--- src/rtl/swmm_pkg.sv ---
package swmm_pkg;

  localparam int unsigned SAMPLE_W = 16;
  localparam int unsigned CNT_W    = 9;

  localparam logic FUNC_ADD   = 1'b0;
  localparam logic FUNC_CLEAR = 1'b1;

  typedef enum logic [2:0] {
    ST_IDLE = 3'b001,
    ST_SCAN = 3'b010,
    ST_DONE = 3'b100
  } state_e;

endpackage

--- src/rtl/swmm_in_if.sv ---
interface swmm_in_if;
  logic                                 valid;
  logic                                 ready;
  logic                                 func;
  logic signed [swmm_pkg::SAMPLE_W-1:0] sample;

  modport source (output valid, output func, output sample, input ready);
  modport sink   (input valid, input func, input sample, output ready);
endinterface

--- src/rtl/swmm_out_if.sv ---
interface swmm_out_if;
  logic                                 valid;
  logic                                 ready;
  logic signed [swmm_pkg::SAMPLE_W-1:0] newest;
  logic signed [swmm_pkg::SAMPLE_W-1:0] window_min;
  logic signed [swmm_pkg::SAMPLE_W-1:0] window_max;
  logic        [swmm_pkg::CNT_W-1:0]    fill_level;

  modport source (output valid, output newest, output window_min, output window_max,
                  output fill_level, input ready);
  modport sink   (input valid, input newest, input window_min, input window_max,
                  input fill_level, output ready);
endinterface

--- src/rtl/swmm_cfg_if.sv ---
interface swmm_cfg_if;
  logic                         valid;
  logic                         ready;
  logic [swmm_pkg::CNT_W-1:0]   data;

  modport source (output valid, output data, input ready);
  modport sink   (input valid, input data, output ready);
endinterface

--- src/rtl/sliding_window_min_max_unit.sv ---
// Sliding window minimum and maximum over signed Q8.8 samples.
// cfg_i writes window_size, the number of most recent samples kept; it is
// always ready and should be written only while no word is in flight.
// in_i takes one word at a time: func selects add sample or clear window.
// out_o returns one word per input word: newest sample, window minimum,
// window maximum and fill level; all three values read zero when empty.
// An add stores the sample in a single-port circular store and then reads the
// other kept entries back one per cycle through one comparator pair. An add
// that keeps samples passes through the scan state and then the done state,
// which loads the output register; a clear or an add into a zero window goes
// straight to the done state.
// in_i.ready is high only while the sequencer is idle; it rises together with
// out_o.valid when the output register is free, so a word is accepted only once
// the result of the one before has reached the output register. A finished
// result sits in the output register until taken; the next word may be accepted
// and processed meanwhile, and its result waits until the register frees up.
// Reset empties the window, sets window_size to zero and drops any pending
// result; the store contents are not cleared, since only written entries are
// ever counted as kept.
module sliding_window_min_max_unit #(
  parameter int unsigned MAX_WINDOW = 256
) (
  input  logic       clk_i,
  input  logic       rst_ni,
  swmm_cfg_if.sink   cfg_i,
  swmm_in_if.sink    in_i,
  swmm_out_if.source out_o
);

  localparam int unsigned CW       = swmm_pkg::CNT_W;
  localparam int unsigned SW       = swmm_pkg::SAMPLE_W;
  localparam int unsigned PTR_W    = (MAX_WINDOW > 1) ? $clog2(MAX_WINDOW) : 1;
  localparam int unsigned MAX_CLIP = (MAX_WINDOW > 511) ? 511 : MAX_WINDOW;
  localparam logic [CW-1:0]    MAX_CLIP_W = CW'(MAX_CLIP);
  localparam logic [PTR_W-1:0] PTR_LAST   = PTR_W'(MAX_WINDOW - 1);

  function automatic logic [CW-1:0] clip_win(input logic [CW-1:0] w);
    return (w > MAX_CLIP_W) ? MAX_CLIP_W : w;
  endfunction

  function automatic logic [PTR_W-1:0] ptr_prev(input logic [PTR_W-1:0] p);
    return (p == '0) ? PTR_LAST : p - 1'b1;
  endfunction

  swmm_pkg::state_e state_q;

  logic [PTR_W-1:0]     ptr_q;
  logic [PTR_W-1:0]     rd_ptr_q;
  logic [CW-1:0]        kept_q;
  logic [CW-1:0]        ws_q;
  logic [CW-1:0]        issue_q;
  logic                 rvld_q;
  logic signed [SW-1:0] rdata_q;
  logic signed [SW-1:0] low_q;
  logic signed [SW-1:0] high_q;
  logic signed [SW-1:0] newest_q;

  logic                 out_valid_q;
  logic signed [SW-1:0] out_newest_q;
  logic signed [SW-1:0] out_min_q;
  logic signed [SW-1:0] out_max_q;
  logic [CW-1:0]        out_fill_q;

  logic signed [SW-1:0] store [MAX_WINDOW];

  logic             in_fire;
  logic             cfg_fire;
  logic             out_fire;
  logic             mem_we;
  logic             mem_re;
  logic [CW:0]      kept_inc;
  logic [CW-1:0]    eff_cur;
  logic [CW-1:0]    eff_cfg;
  logic [CW-1:0]    kept_add;
  logic [PTR_W-1:0] ptr_nxt;

  assign in_i.ready  = (state_q == swmm_pkg::ST_IDLE);
  assign cfg_i.ready = 1'b1;
  assign in_fire     = in_i.valid & in_i.ready;
  assign cfg_fire    = cfg_i.valid & cfg_i.ready;
  assign out_fire    = out_valid_q & out_o.ready;

  assign eff_cur  = clip_win(ws_q);
  assign eff_cfg  = clip_win(cfg_i.data);
  assign kept_inc = {1'b0, kept_q} + 1'b1;
  assign kept_add = (kept_inc > {1'b0, eff_cur}) ? eff_cur : kept_inc[CW-1:0];
  assign ptr_nxt  = (ptr_q == PTR_LAST) ? '0 : ptr_q + 1'b1;

  assign mem_we = in_fire && (in_i.func == swmm_pkg::FUNC_ADD);
  assign mem_re = (state_q == swmm_pkg::ST_SCAN) && (issue_q != '0);

  always_ff @(posedge clk_i) begin
    if (mem_we) begin
      store[ptr_nxt] <= in_i.sample;
    end
    if (mem_re) begin
      rdata_q <= store[rd_ptr_q];
    end
  end

  always_ff @(posedge clk_i or negedge rst_ni) begin
    if (!rst_ni) begin
      state_q     <= swmm_pkg::ST_IDLE;
      ptr_q       <= '0;
      rd_ptr_q    <= '0;
      kept_q      <= '0;
      ws_q        <= '0;
      issue_q     <= '0;
      rvld_q      <= 1'b0;
      low_q       <= '0;
      high_q      <= '0;
      newest_q    <= '0;
      out_valid_q <= 1'b0;
    end else begin
      if (cfg_fire) begin
        ws_q <= cfg_i.data;
        // Shrinking the window drops the oldest entries at once.
        if (kept_q > eff_cfg) begin
          kept_q <= eff_cfg;
        end
      end
      if (out_fire) begin
        out_valid_q <= 1'b0;
      end
      case (state_q)
        swmm_pkg::ST_IDLE: begin
          if (in_fire) begin
            if (in_i.func == swmm_pkg::FUNC_CLEAR) begin
              kept_q   <= '0;
              low_q    <= '0;
              high_q   <= '0;
              newest_q <= '0;
              state_q  <= swmm_pkg::ST_DONE;
            end else begin
              ptr_q    <= ptr_nxt;
              kept_q   <= kept_add;
              // The slot before the new one is the previous newest sample.
              rd_ptr_q <= ptr_q;
              if (kept_add == '0) begin
                low_q    <= '0;
                high_q   <= '0;
                newest_q <= '0;
                state_q  <= swmm_pkg::ST_DONE;
              end else begin
                low_q    <= in_i.sample;
                high_q   <= in_i.sample;
                newest_q <= in_i.sample;
                issue_q  <= kept_add - 1'b1;
                state_q  <= swmm_pkg::ST_SCAN;
              end
            end
          end
        end
        swmm_pkg::ST_SCAN: begin
          rvld_q <= (issue_q != '0);
          if (issue_q != '0) begin
            rd_ptr_q <= ptr_prev(rd_ptr_q);
            issue_q  <= issue_q - 1'b1;
          end
          if (rvld_q) begin
            if (rdata_q < low_q) begin
              low_q <= rdata_q;
            end
            if (rdata_q > high_q) begin
              high_q <= rdata_q;
            end
          end
          if ((issue_q == '0) && !rvld_q) begin
            state_q <= swmm_pkg::ST_DONE;
          end
        end
        swmm_pkg::ST_DONE: begin
          if (!out_valid_q || out_o.ready) begin
            out_valid_q <= 1'b1;
            state_q     <= swmm_pkg::ST_IDLE;
          end
        end
        default: begin
          state_q <= swmm_pkg::ST_IDLE;
        end
      endcase
    end
  end

  always_ff @(posedge clk_i) begin
    if ((state_q == swmm_pkg::ST_DONE) && (!out_valid_q || out_o.ready)) begin
      out_newest_q <= newest_q;
      out_min_q    <= low_q;
      out_max_q    <= high_q;
      out_fill_q   <= kept_q;
    end
  end

  assign out_o.valid      = out_valid_q;
  assign out_o.newest     = out_newest_q;
  assign out_o.window_min = out_min_q;
  assign out_o.window_max = out_max_q;
  assign out_o.fill_level = out_fill_q;

`ifndef SYNTHESIS
  a_fill_bounded: assert property (@(posedge clk_i) disable iff (!rst_ni)
    out_valid_q |-> (out_fill_q <= MAX_CLIP_W))
    else $error("fill level exceeds the store depth");

  a_empty_zero: assert property (@(posedge clk_i) disable iff (!rst_ni)
    (out_valid_q && (out_fill_q == '0)) |->
      ((out_newest_q == '0) && (out_min_q == '0) && (out_max_q == '0)))
    else $error("empty window reports nonzero values");

  a_range_order: assert property (@(posedge clk_i) disable iff (!rst_ni)
    out_valid_q |-> ((out_min_q <= out_newest_q) && (out_newest_q <= out_max_q)))
    else $error("newest sample lies outside the reported range");

  a_issue_in_scan: assert property (@(posedge clk_i) disable iff (!rst_ni)
    (issue_q != '0) |-> (state_q == swmm_pkg::ST_SCAN))
    else $error("scan reads pending outside the scan state");
`endif

endmodule

--- src/flat_wrapper.sv ---
// flat-port wrapper written by rule: the top's interface ports become plain ports
module sliding_window_min_max_unit_flat 
#(
  parameter int unsigned MAX_WINDOW = 256
)
  (clk_i, rst_ni, cfg_i_valid, cfg_i_data, cfg_i_ready, in_i_valid, in_i_func, in_i_sample, in_i_ready, out_o_valid, out_o_newest, out_o_window_min, out_o_window_max, out_o_fill_level, out_o_ready);
  swmm_cfg_if cfg_i_i ();
  swmm_in_if in_i_i ();
  swmm_out_if out_o_i ();
  input  logic clk_i;
  input  logic rst_ni;
  input wire logic [$bits(cfg_i_i.valid)-1:0] cfg_i_valid;
  input wire logic [$bits(cfg_i_i.data)-1:0] cfg_i_data;
  output wire logic [$bits(cfg_i_i.ready)-1:0] cfg_i_ready;
  input wire logic [$bits(in_i_i.valid)-1:0] in_i_valid;
  input wire logic [$bits(in_i_i.func)-1:0] in_i_func;
  input wire logic [$bits(in_i_i.sample)-1:0] in_i_sample;
  output wire logic [$bits(in_i_i.ready)-1:0] in_i_ready;
  output wire logic [$bits(out_o_i.valid)-1:0] out_o_valid;
  output wire logic [$bits(out_o_i.newest)-1:0] out_o_newest;
  output wire logic [$bits(out_o_i.window_min)-1:0] out_o_window_min;
  output wire logic [$bits(out_o_i.window_max)-1:0] out_o_window_max;
  output wire logic [$bits(out_o_i.fill_level)-1:0] out_o_fill_level;
  input wire logic [$bits(out_o_i.ready)-1:0] out_o_ready;
  assign cfg_i_i.valid = cfg_i_valid;
  assign cfg_i_i.data = cfg_i_data;
  assign cfg_i_ready = cfg_i_i.ready;
  assign in_i_i.valid = in_i_valid;
  assign in_i_i.func = in_i_func;
  assign in_i_i.sample = in_i_sample;
  assign in_i_ready = in_i_i.ready;
  assign out_o_valid = out_o_i.valid;
  assign out_o_newest = out_o_i.newest;
  assign out_o_window_min = out_o_i.window_min;
  assign out_o_window_max = out_o_i.window_max;
  assign out_o_fill_level = out_o_i.fill_level;
  assign out_o_i.ready = out_o_ready;
  sliding_window_min_max_unit #(.MAX_WINDOW(MAX_WINDOW)) u_core (.clk_i(clk_i), .rst_ni(rst_ni), .cfg_i(cfg_i_i), .in_i(in_i_i), .out_o(out_o_i));
endmodule
--- config.mk ---
export PLATFORM = sky130hd
export DESIGN_NAME = sliding_window_min_max_unit_flat
export DESIGN_NICKNAME = d
export VERILOG_FILES = /design/src/rtl/swmm_pkg.sv /design/src/rtl/swmm_in_if.sv /design/src/rtl/swmm_out_if.sv /design/src/rtl/swmm_cfg_if.sv /design/src/rtl/sliding_window_min_max_unit.sv /design/src/flat_wrapper.sv
export SDC_FILE = /design/constraint.sdc
export NUM_CORES = 2
export LEC_CHECK = 0
export BUFFER_PORTS_ARGS = -buffer_cell sky130_fd_sc_hd__buf_2
export CORE_MARGIN = 2
export CORE_UTILIZATION = 34
export DETAILED_ROUTE_END_ITERATION = 6
export HOLD_SLACK_MARGIN = 0.02
export PLACE_DENSITY = 0.58
export SLEW_MARGIN = 20
export SYNTH_ARGS = -nofsm -noshare
export SYNTH_HDL_FRONTEND = slang
export SYNTH_SLANG_ARGS = --single-unit
--- constraint.sdc ---
create_clock -name clk_i -period 3.68 [get_ports clk_i]
set_input_delay 0.736 -clock clk_i [delete_from_list [all_inputs] [get_ports clk_i]]
set_output_delay 0.736 -clock clk_i [all_outputs]
set_load 0.02 [all_outputs]
# == Word level (Yosys, flattened, before mapping) ==
# Memory sizes are Yosys's and may differ from the RTL's. A register that Yosys moved wholly into a read port is not among the register bits.
# Cells that the tools add are included.
# totals
wordCells,101
register_bits,153
mem_count,1
ram_bits,4096
out_inout_bits,60
# op_classes
n_eq_ne,13
addsub,5
magnitude_cmp,6
bitwise_logic,3
mux,39
n_reduce_logical,19
# mem_list
memory,depth,word_bits,read_ports,rd_clocked_by_memory_dff,wr,line,text
u_core.store,256,16,1,1,1,sliding_window_min_max_unit.sv:64,logic signed [SW-1:0] store [MAX_WINDOW];
# op_table
operator,n
$mux W16,7
$mux W9,12
$pmux W16 S2,2
$mux W8,5
$gt A9 B9 Y1 const B,2
$logic_not A9 Y1,2
$pmux W9 S2,1
$sub A9 B1 Y9 const B,2
$gt A16 B16 Y1,1
$lt A16 B16 Y1,1
$pmux W8 S2,1
$mux W3,5
$ne A2 B2 Y1 const B,7
$reduce_and A4 Y1,3
$add A9 B1 Y10 const B,1
$gt A10 B9 Y1,1
$gt A9 B9 Y1,1
$pmux W3 S3,1
$reduce_bool A9 Y1,1
$add A8 B1 Y8 const B,1
$eq A8 B8 Y1 const B,1
$logic_not A8 Y1,1
$sub A8 B1 Y8 const B,1
$reduce_and A3 Y1,2
13 further kinds,23

# == Logic depth before layout (Yosys ltp) ==
# depth
word_depth,9
mapped_depth,18
ltp_nobuf,17

# == Worst setup path after synthesis ==
# OpenSTA, ideal clock, no wires.
# synth_timing
path_kind,reg-to-reg
from,reg u_core.kept_q[3]
to,reg u_core.issue_q[8]
path_buffers,2
setup_slack_ns,-0.207
arrival_ns,3.793
stages_incl_launch_ff,19
path_cell_list,dfrtp_1 > buf_2 > nand3_1 > nor3_1 > xnor2_1 > ha_1 > a21o_1 > a21oi_1 > nand4b_1 > a21oi_1 > clkbuf_1 > nor2_1 > a21oi_1 > nand2_1 > o21ai_0 > ha_1 > and3_1 > mux2_1 > a211oi_1
# synth_via
elab_chain_cells,8
word_cells_on_any_way,11
classes_between,add/sub: 2; order compare: 1; eq/ne: 1; mux: 5; reduce/logical: 2
# synth_rtl
item,line,text
start: declaration,sliding_window_min_max_unit.sv:49,logic [CW-1:0] kept_q;
start signal: assignment,sliding_window_min_max_unit.sv:119,kept_q <= eff_cfg;
start signal: assignment,sliding_window_min_max_unit.sv:136,kept_q <= kept_add;
$add A9 B1 Y10 *,sliding_window_min_max_unit.sv:85,"assign kept_inc = {1'b0, kept_q} + 1'b1;"
$gt A10 B9 Y1,sliding_window_min_max_unit.sv:86,"assign kept_add = (kept_inc > {1'b0, eff_cur}) ? eff_cur : kept_inc[CW-1:0];"
$mux W9 *,sliding_window_min_max_unit.sv:86,
$sub A9 B1 Y9,sliding_window_min_max_unit.sv:148,issue_q <= kept_add - 1'b1;
$mux W9,sliding_window_min_max_unit.sv:139,if (kept_add == '0) begin
$mux W9,sliding_window_min_max_unit.sv:128,if (in_i.func == swmm_pkg::FUNC_CLEAR) begin
$mux W9,sliding_window_min_max_unit.sv:127,if (in_fire) begin
$pmux W9 S2,sliding_window_min_max_unit.sv:125,case (state_q)
end signal: assignment,sliding_window_min_max_unit.sv:148,
end signal: assignment,sliding_window_min_max_unit.sv:158,issue_q <= issue_q - 1'b1;
end: declaration,sliding_window_min_max_unit.sv:51,logic [CW-1:0] issue_q;
# Mark *: on every way between the ends. The rest lies on a longest branch, timed or not. The select of a mux whose other input is x is not followed.
# A chain may end at the register's enable or synchronous reset.

==> metrics.md <==
| Metric | Value |
|---|---|
| Die X | 700 µm |
| Wire length of the first global-routing pass | 611,000 µm |
| Area growth, synth to finish | 19.0% |
| Via count of the first global-routing pass | 80,000 |
| Number of warnings printed during yosys synthesis | 0 |
| Total of buffers placed on input and output ports | 89 |
| Initial Utilization | 0.342 |
| Sort of element at the end of the critical path | register |
| Post-route DRC | 2 |
| Clock tree sinks | 4,265 |
| Sequential cell area | 128,000 µm² |
| Vias after detailed routing | 78,900 |
| HP Class | in2reg |
| Maximum number of pins on one net before global-route repair | 137 |
| Gr usage total | 0.173 |
| Synth Flop Type | sky130_fd_sc_hd__edfxtp_1 |
| Most numerous cell in the Yosys netlist | sky130_fd_sc_hd__edfxtp_1 |
| WL per Instance | 29.5 µm |
| Detailed router's first-iteration violation count | 9,904 |
| Residual antenna-violating net count after detailed routing | 0 |
| Slowest Stage Delay on Critical Path | 0.62 ns |
| Total of fill cells in the finished design | 41,600 |
| Worst setup skew after layout | 0.0785 ns |
| Share of cells above drive strength 1 | 0.370 |
| First-pass detailed-route iteration total | 7 |
| Area of the die | 490,000 µm² |
| RePlAce Congestion | 0.846 |
| Fraction of registers with async set or reset after synthesis | 0.0225 |
| Most used standard cells in the synthesized netlist | 4,169 x sky130_fd_sc_hd__edfxtp_1, 1,341 x sky130_fd_sc_hd__mux4_2, 291 x sky130_fd_sc_hd__nor2_1 |
| Floorplan core area | 482,000 µm² |
| Total count of hold-check failures in the final report | 0 |
| Final #Nets | 8,021 |
| Post-layout utilization of the core | 0.407 |
| Sequential element share of the synthesized area | 0.774 |
| Leakage power figure | 0.0613 µW |
| Maximum number of buffers from clock root to sink | 4 |
| DR vias/cell | 5.36 |
| Share of the clock period used by the worst path after layout | 1.03 |
| Post-synthesis sequential element count | 4,265 |
| Row count | 255 |
| Synthesized area per cell | 23.8 µm² |
| Max-slew violation total from the final report | 0 |
| I/O pins | 91 |
| Library cell with the largest summed area after synthesis | sky130_fd_sc_hd__edfxtp_1 |
| Number of antenna violations at the first check in global routing | 18 |
| Pwr Density | 718 nW/µm² |
| Clock insertion delay at the later pin of the skew report | 0.99 ns |
| CP Launch Type | register |
| Upper clock frequency limit | 0.263 GHz |
| Data required time of the worst path | 4.41 ns |
| Crit Path Max Fanout | 7 |
| Chip height | 700 µm |
| Setup violators final | 14 |
| IR drop worst, VDD | 0.000483 V |
| Summed instance area of the synthesized netlist | 165,000 µm² |
| Headroom to the max-slew limit | 0.00393 |
| Number of synthesized flops with an enable pin | 4,169 |
| Post-synthesis cell count | 6,934 |
| Shortest period the worst path allows | 3.80 ns |
| CTS Root Buffer Type | sky130_fd_sc_hd__clkbuf_16 |
| Detailed placement HPWL | 265,000 µm |
| Area used by multi-input combinational logic | 36,100 µm² |
| Fraction of post-synthesis cell area in the top cell type by area | 0.760 |
| Setup repair after global routing missed its margin | yes |
| Clock-pin slew on the worst setup and hold paths | 0.06 ns |
| Library cells used by synthesis | 64 |
| Clock tree from TritonCTS | done |
| Arrival time at the worst endpoint | 4.53 ns |
| Number of nets in the synthesized netlist | 7,023 |
| CTS Buf Count | 425 |
| Slew at the pin closest to its max-slew limit | 1.48 ns |
| Detailed-route wire length | 434,000 µm |
| Htree depth | 5 |
| Hold Worst Slack | 0.187 ns |
| Failing checks | DRC, capacitance limit, setup timing |
| Slowest stage cell, crit path | sky130_fd_sc_hd__mux4_2 |
| Overflow after GRT | 0 |
| Classification of the worst setup path | reg2reg |
| Max-Cap Viols | 1 |
| Cells along the critical path | buf_12 > buf_12 > buf_16 > buf_12 > mux4_2 > mux4_2 > mux4_2 > a22oi_2 > buf_4 > nand2_2 |
| Post-layout worst setup margin | -0.120 ns |
| Top area cells in the synthesized netlist | sky130_fd_sc_hd__edfxtp_1 76%, sky130_fd_sc_hd__mux4_2 18%, sky130_fd_sc_hd__dfrtp_1 1.4%, sky130_fd_sc_hd__nor2_1 0.66%, sky130_fd_sc_hd__clkbuf_1 0.46% |
| Result of the run | finished, violations left |
logic make-up (layout without fill, tap and decap cells):
| group | count (synthesis) | in the layout | synth area share |
|---|---|---|---|
| compound gates | 221 | 221 | 0.00843 |
| xor+xnor | 17 | 17 | 0.000903 |
| fa+ha+maj | 58 | 58 | 0.00440 |
| buf+inv | 426 | 1767 | 0.0107 |
| flops | 4265 | 4265 | 0.774 |
| mux | 1402 | 1402 | 0.187 |
| other cells | 1 | 14 | 0.0000228 |
| simple gates | 544 | 544 | 0.0140 |
path summary, 6_finish.rpt:
check,startpoint,to,slack (ns),depth (start not counted)
worst min-delay path,in_i_sample[8],u_core.store[253][8],0.19,1
min in group asynchronous,rst_ni,u_core.out_o.valid,0.34,2
max in group asynchronous,rst_ni,u_core.kept_q[5],2.40,3
worst min register to register,u_core.newest_q[12],u_core.out_o.newest[12],0.45,0
worst max-delay path,u_core.rd_ptr_q[0],u_core.rdata_q[11],-0.12,10
worst max register to register,u_core.rd_ptr_q[0],u_core.rdata_q[11],-0.12,10
registers in the layout, indices dropped and copies added (netlist names):
name                     flops
u_core.store              4096
u_core.high_q               16
u_core.low_q                16
u_core.newest_q             16
u_core.out_o.newest         16
u_core.out_o.window_max     16
u_core.out_o.window_min     16
u_core.rdata_q              16
u_core.issue_q               9
u_core.kept_q                9
u_core.out_o.fill_level      9
u_core.ws_q                  9
u_core.ptr_q                 8
u_core.rd_ptr_q              8
u_core.state_q               3
u_core.out_o.valid           1
u_core.rvld_q                1
layer usage:
metal,vias up,routed length [µm],track usage
met5,-,0,0
met4,0,11500,0.0442
met3,574,33400,0.0309
met2,3329,209000,0.280
met1,43200,180000,0.243
li1,31800,-,-
per-stage QoR:
stage          instances  setup TNS [ns]  setup WS (ns)  total power [µW]  area [µm²]
3_3_place_gp       13800           -9.20         -0.420             95500      180000
3_5_place_dp       13800           -7.54         -0.400             95900      180000
6_report           14700          -0.829         -0.120            141000      196000
4_1_cts            14600          -0.852         -0.122            141000      195000
5_1_grt            14700           -1.66         -0.219            145000      196000
2_1_floorplan       6934           -7.04        -0.0489             78600      165000
repair_timing:
action	CTS	global route
gates resized for setup	83	98
hold endpoints to repair	58	0
pin swaps	15	33
hold buffers	10	0
setup endpoints to repair	52	54
buffers inserted	49	78
gates cloned	6	7
cells in the final DEF, fill, tap and decap left out, types with 16 or more instances in the layout:
cell,instances
sky130_fd_sc_hd__a21oi_1,29
sky130_fd_sc_hd__clkinv_2,74
sky130_fd_sc_hd__buf_4,583
sky130_fd_sc_hd__edfxtp_1,4169
sky130_fd_sc_hd__buf_16,22
sky130_fd_sc_hd__clkbuf_1,69
sky130_fd_sc_hd__bufinv_16,52
sky130_fd_sc_hd__buf_6,39
sky130_fd_sc_hd__buf_2,72
sky130_fd_sc_hd__mux2_2,44
sky130_fd_sc_hd__nand3_2,17
sky130_fd_sc_hd__a22oi_1,16
sky130_fd_sc_hd__a22oi_2,16
sky130_fd_sc_hd__buf_8,22
sky130_fd_sc_hd__nand2_1,123
sky130_fd_sc_hd__clkinv_1,101
sky130_fd_sc_hd__dfrtp_1,89
sky130_fd_sc_hd__nor2_1,249
sky130_fd_sc_hd__nor2_2,40
sky130_fd_sc_hd__buf_12,187
sky130_fd_sc_hd__mux4_2,1341
sky130_fd_sc_hd__ha_1,55
sky130_fd_sc_hd__o21ai_0,71
sky130_fd_sc_hd__inv_1,52
sky130_fd_sc_hd__clkbuf_16,435
worst max-delay path, delay by kind of cell (launching register included):
| family | cells | cell delay (ns) |
|---|---|---|
| muxes | 3 | 1.70 |
| DFF | 1 | 0.48 |
| and+or+nand+nor | 1 | 0.05 |
| buffers and inverters | 5 | 0.83 |
| AOI/OAI and AO/OA | 1 | 0.42 |
power by group:
part | leakage (µW) | switching, µW | internal (µW) | total, µW
registers | 0.0387 | 912 | 54100 | 55000
clock network | 0.00682 | 18500 | 25100 | 43600
logic | 0.0158 | 21800 | 20500 | 42300
total | 0.0613 | 41200 | 99700 | 141000
cell type report:
| type | instances | area share |
|---|---|---|
| Inverter | 53 | 0.00101 |
| Clock inverter | 269 | 0.0151 |
| Sequential cell | 4265 | 0.651 |
| Timing Repair Buffer | 944 | 0.0519 |
| Antenna cell | 13 | 0.000166 |
| Clock buffer | 501 | 0.0562 |
| Multi-Input combinational cell | 2243 | 0.184 |
| Tap cell | 6425 | 0.0410 |
Note: power is estimated with default switching activity, not from simulation.
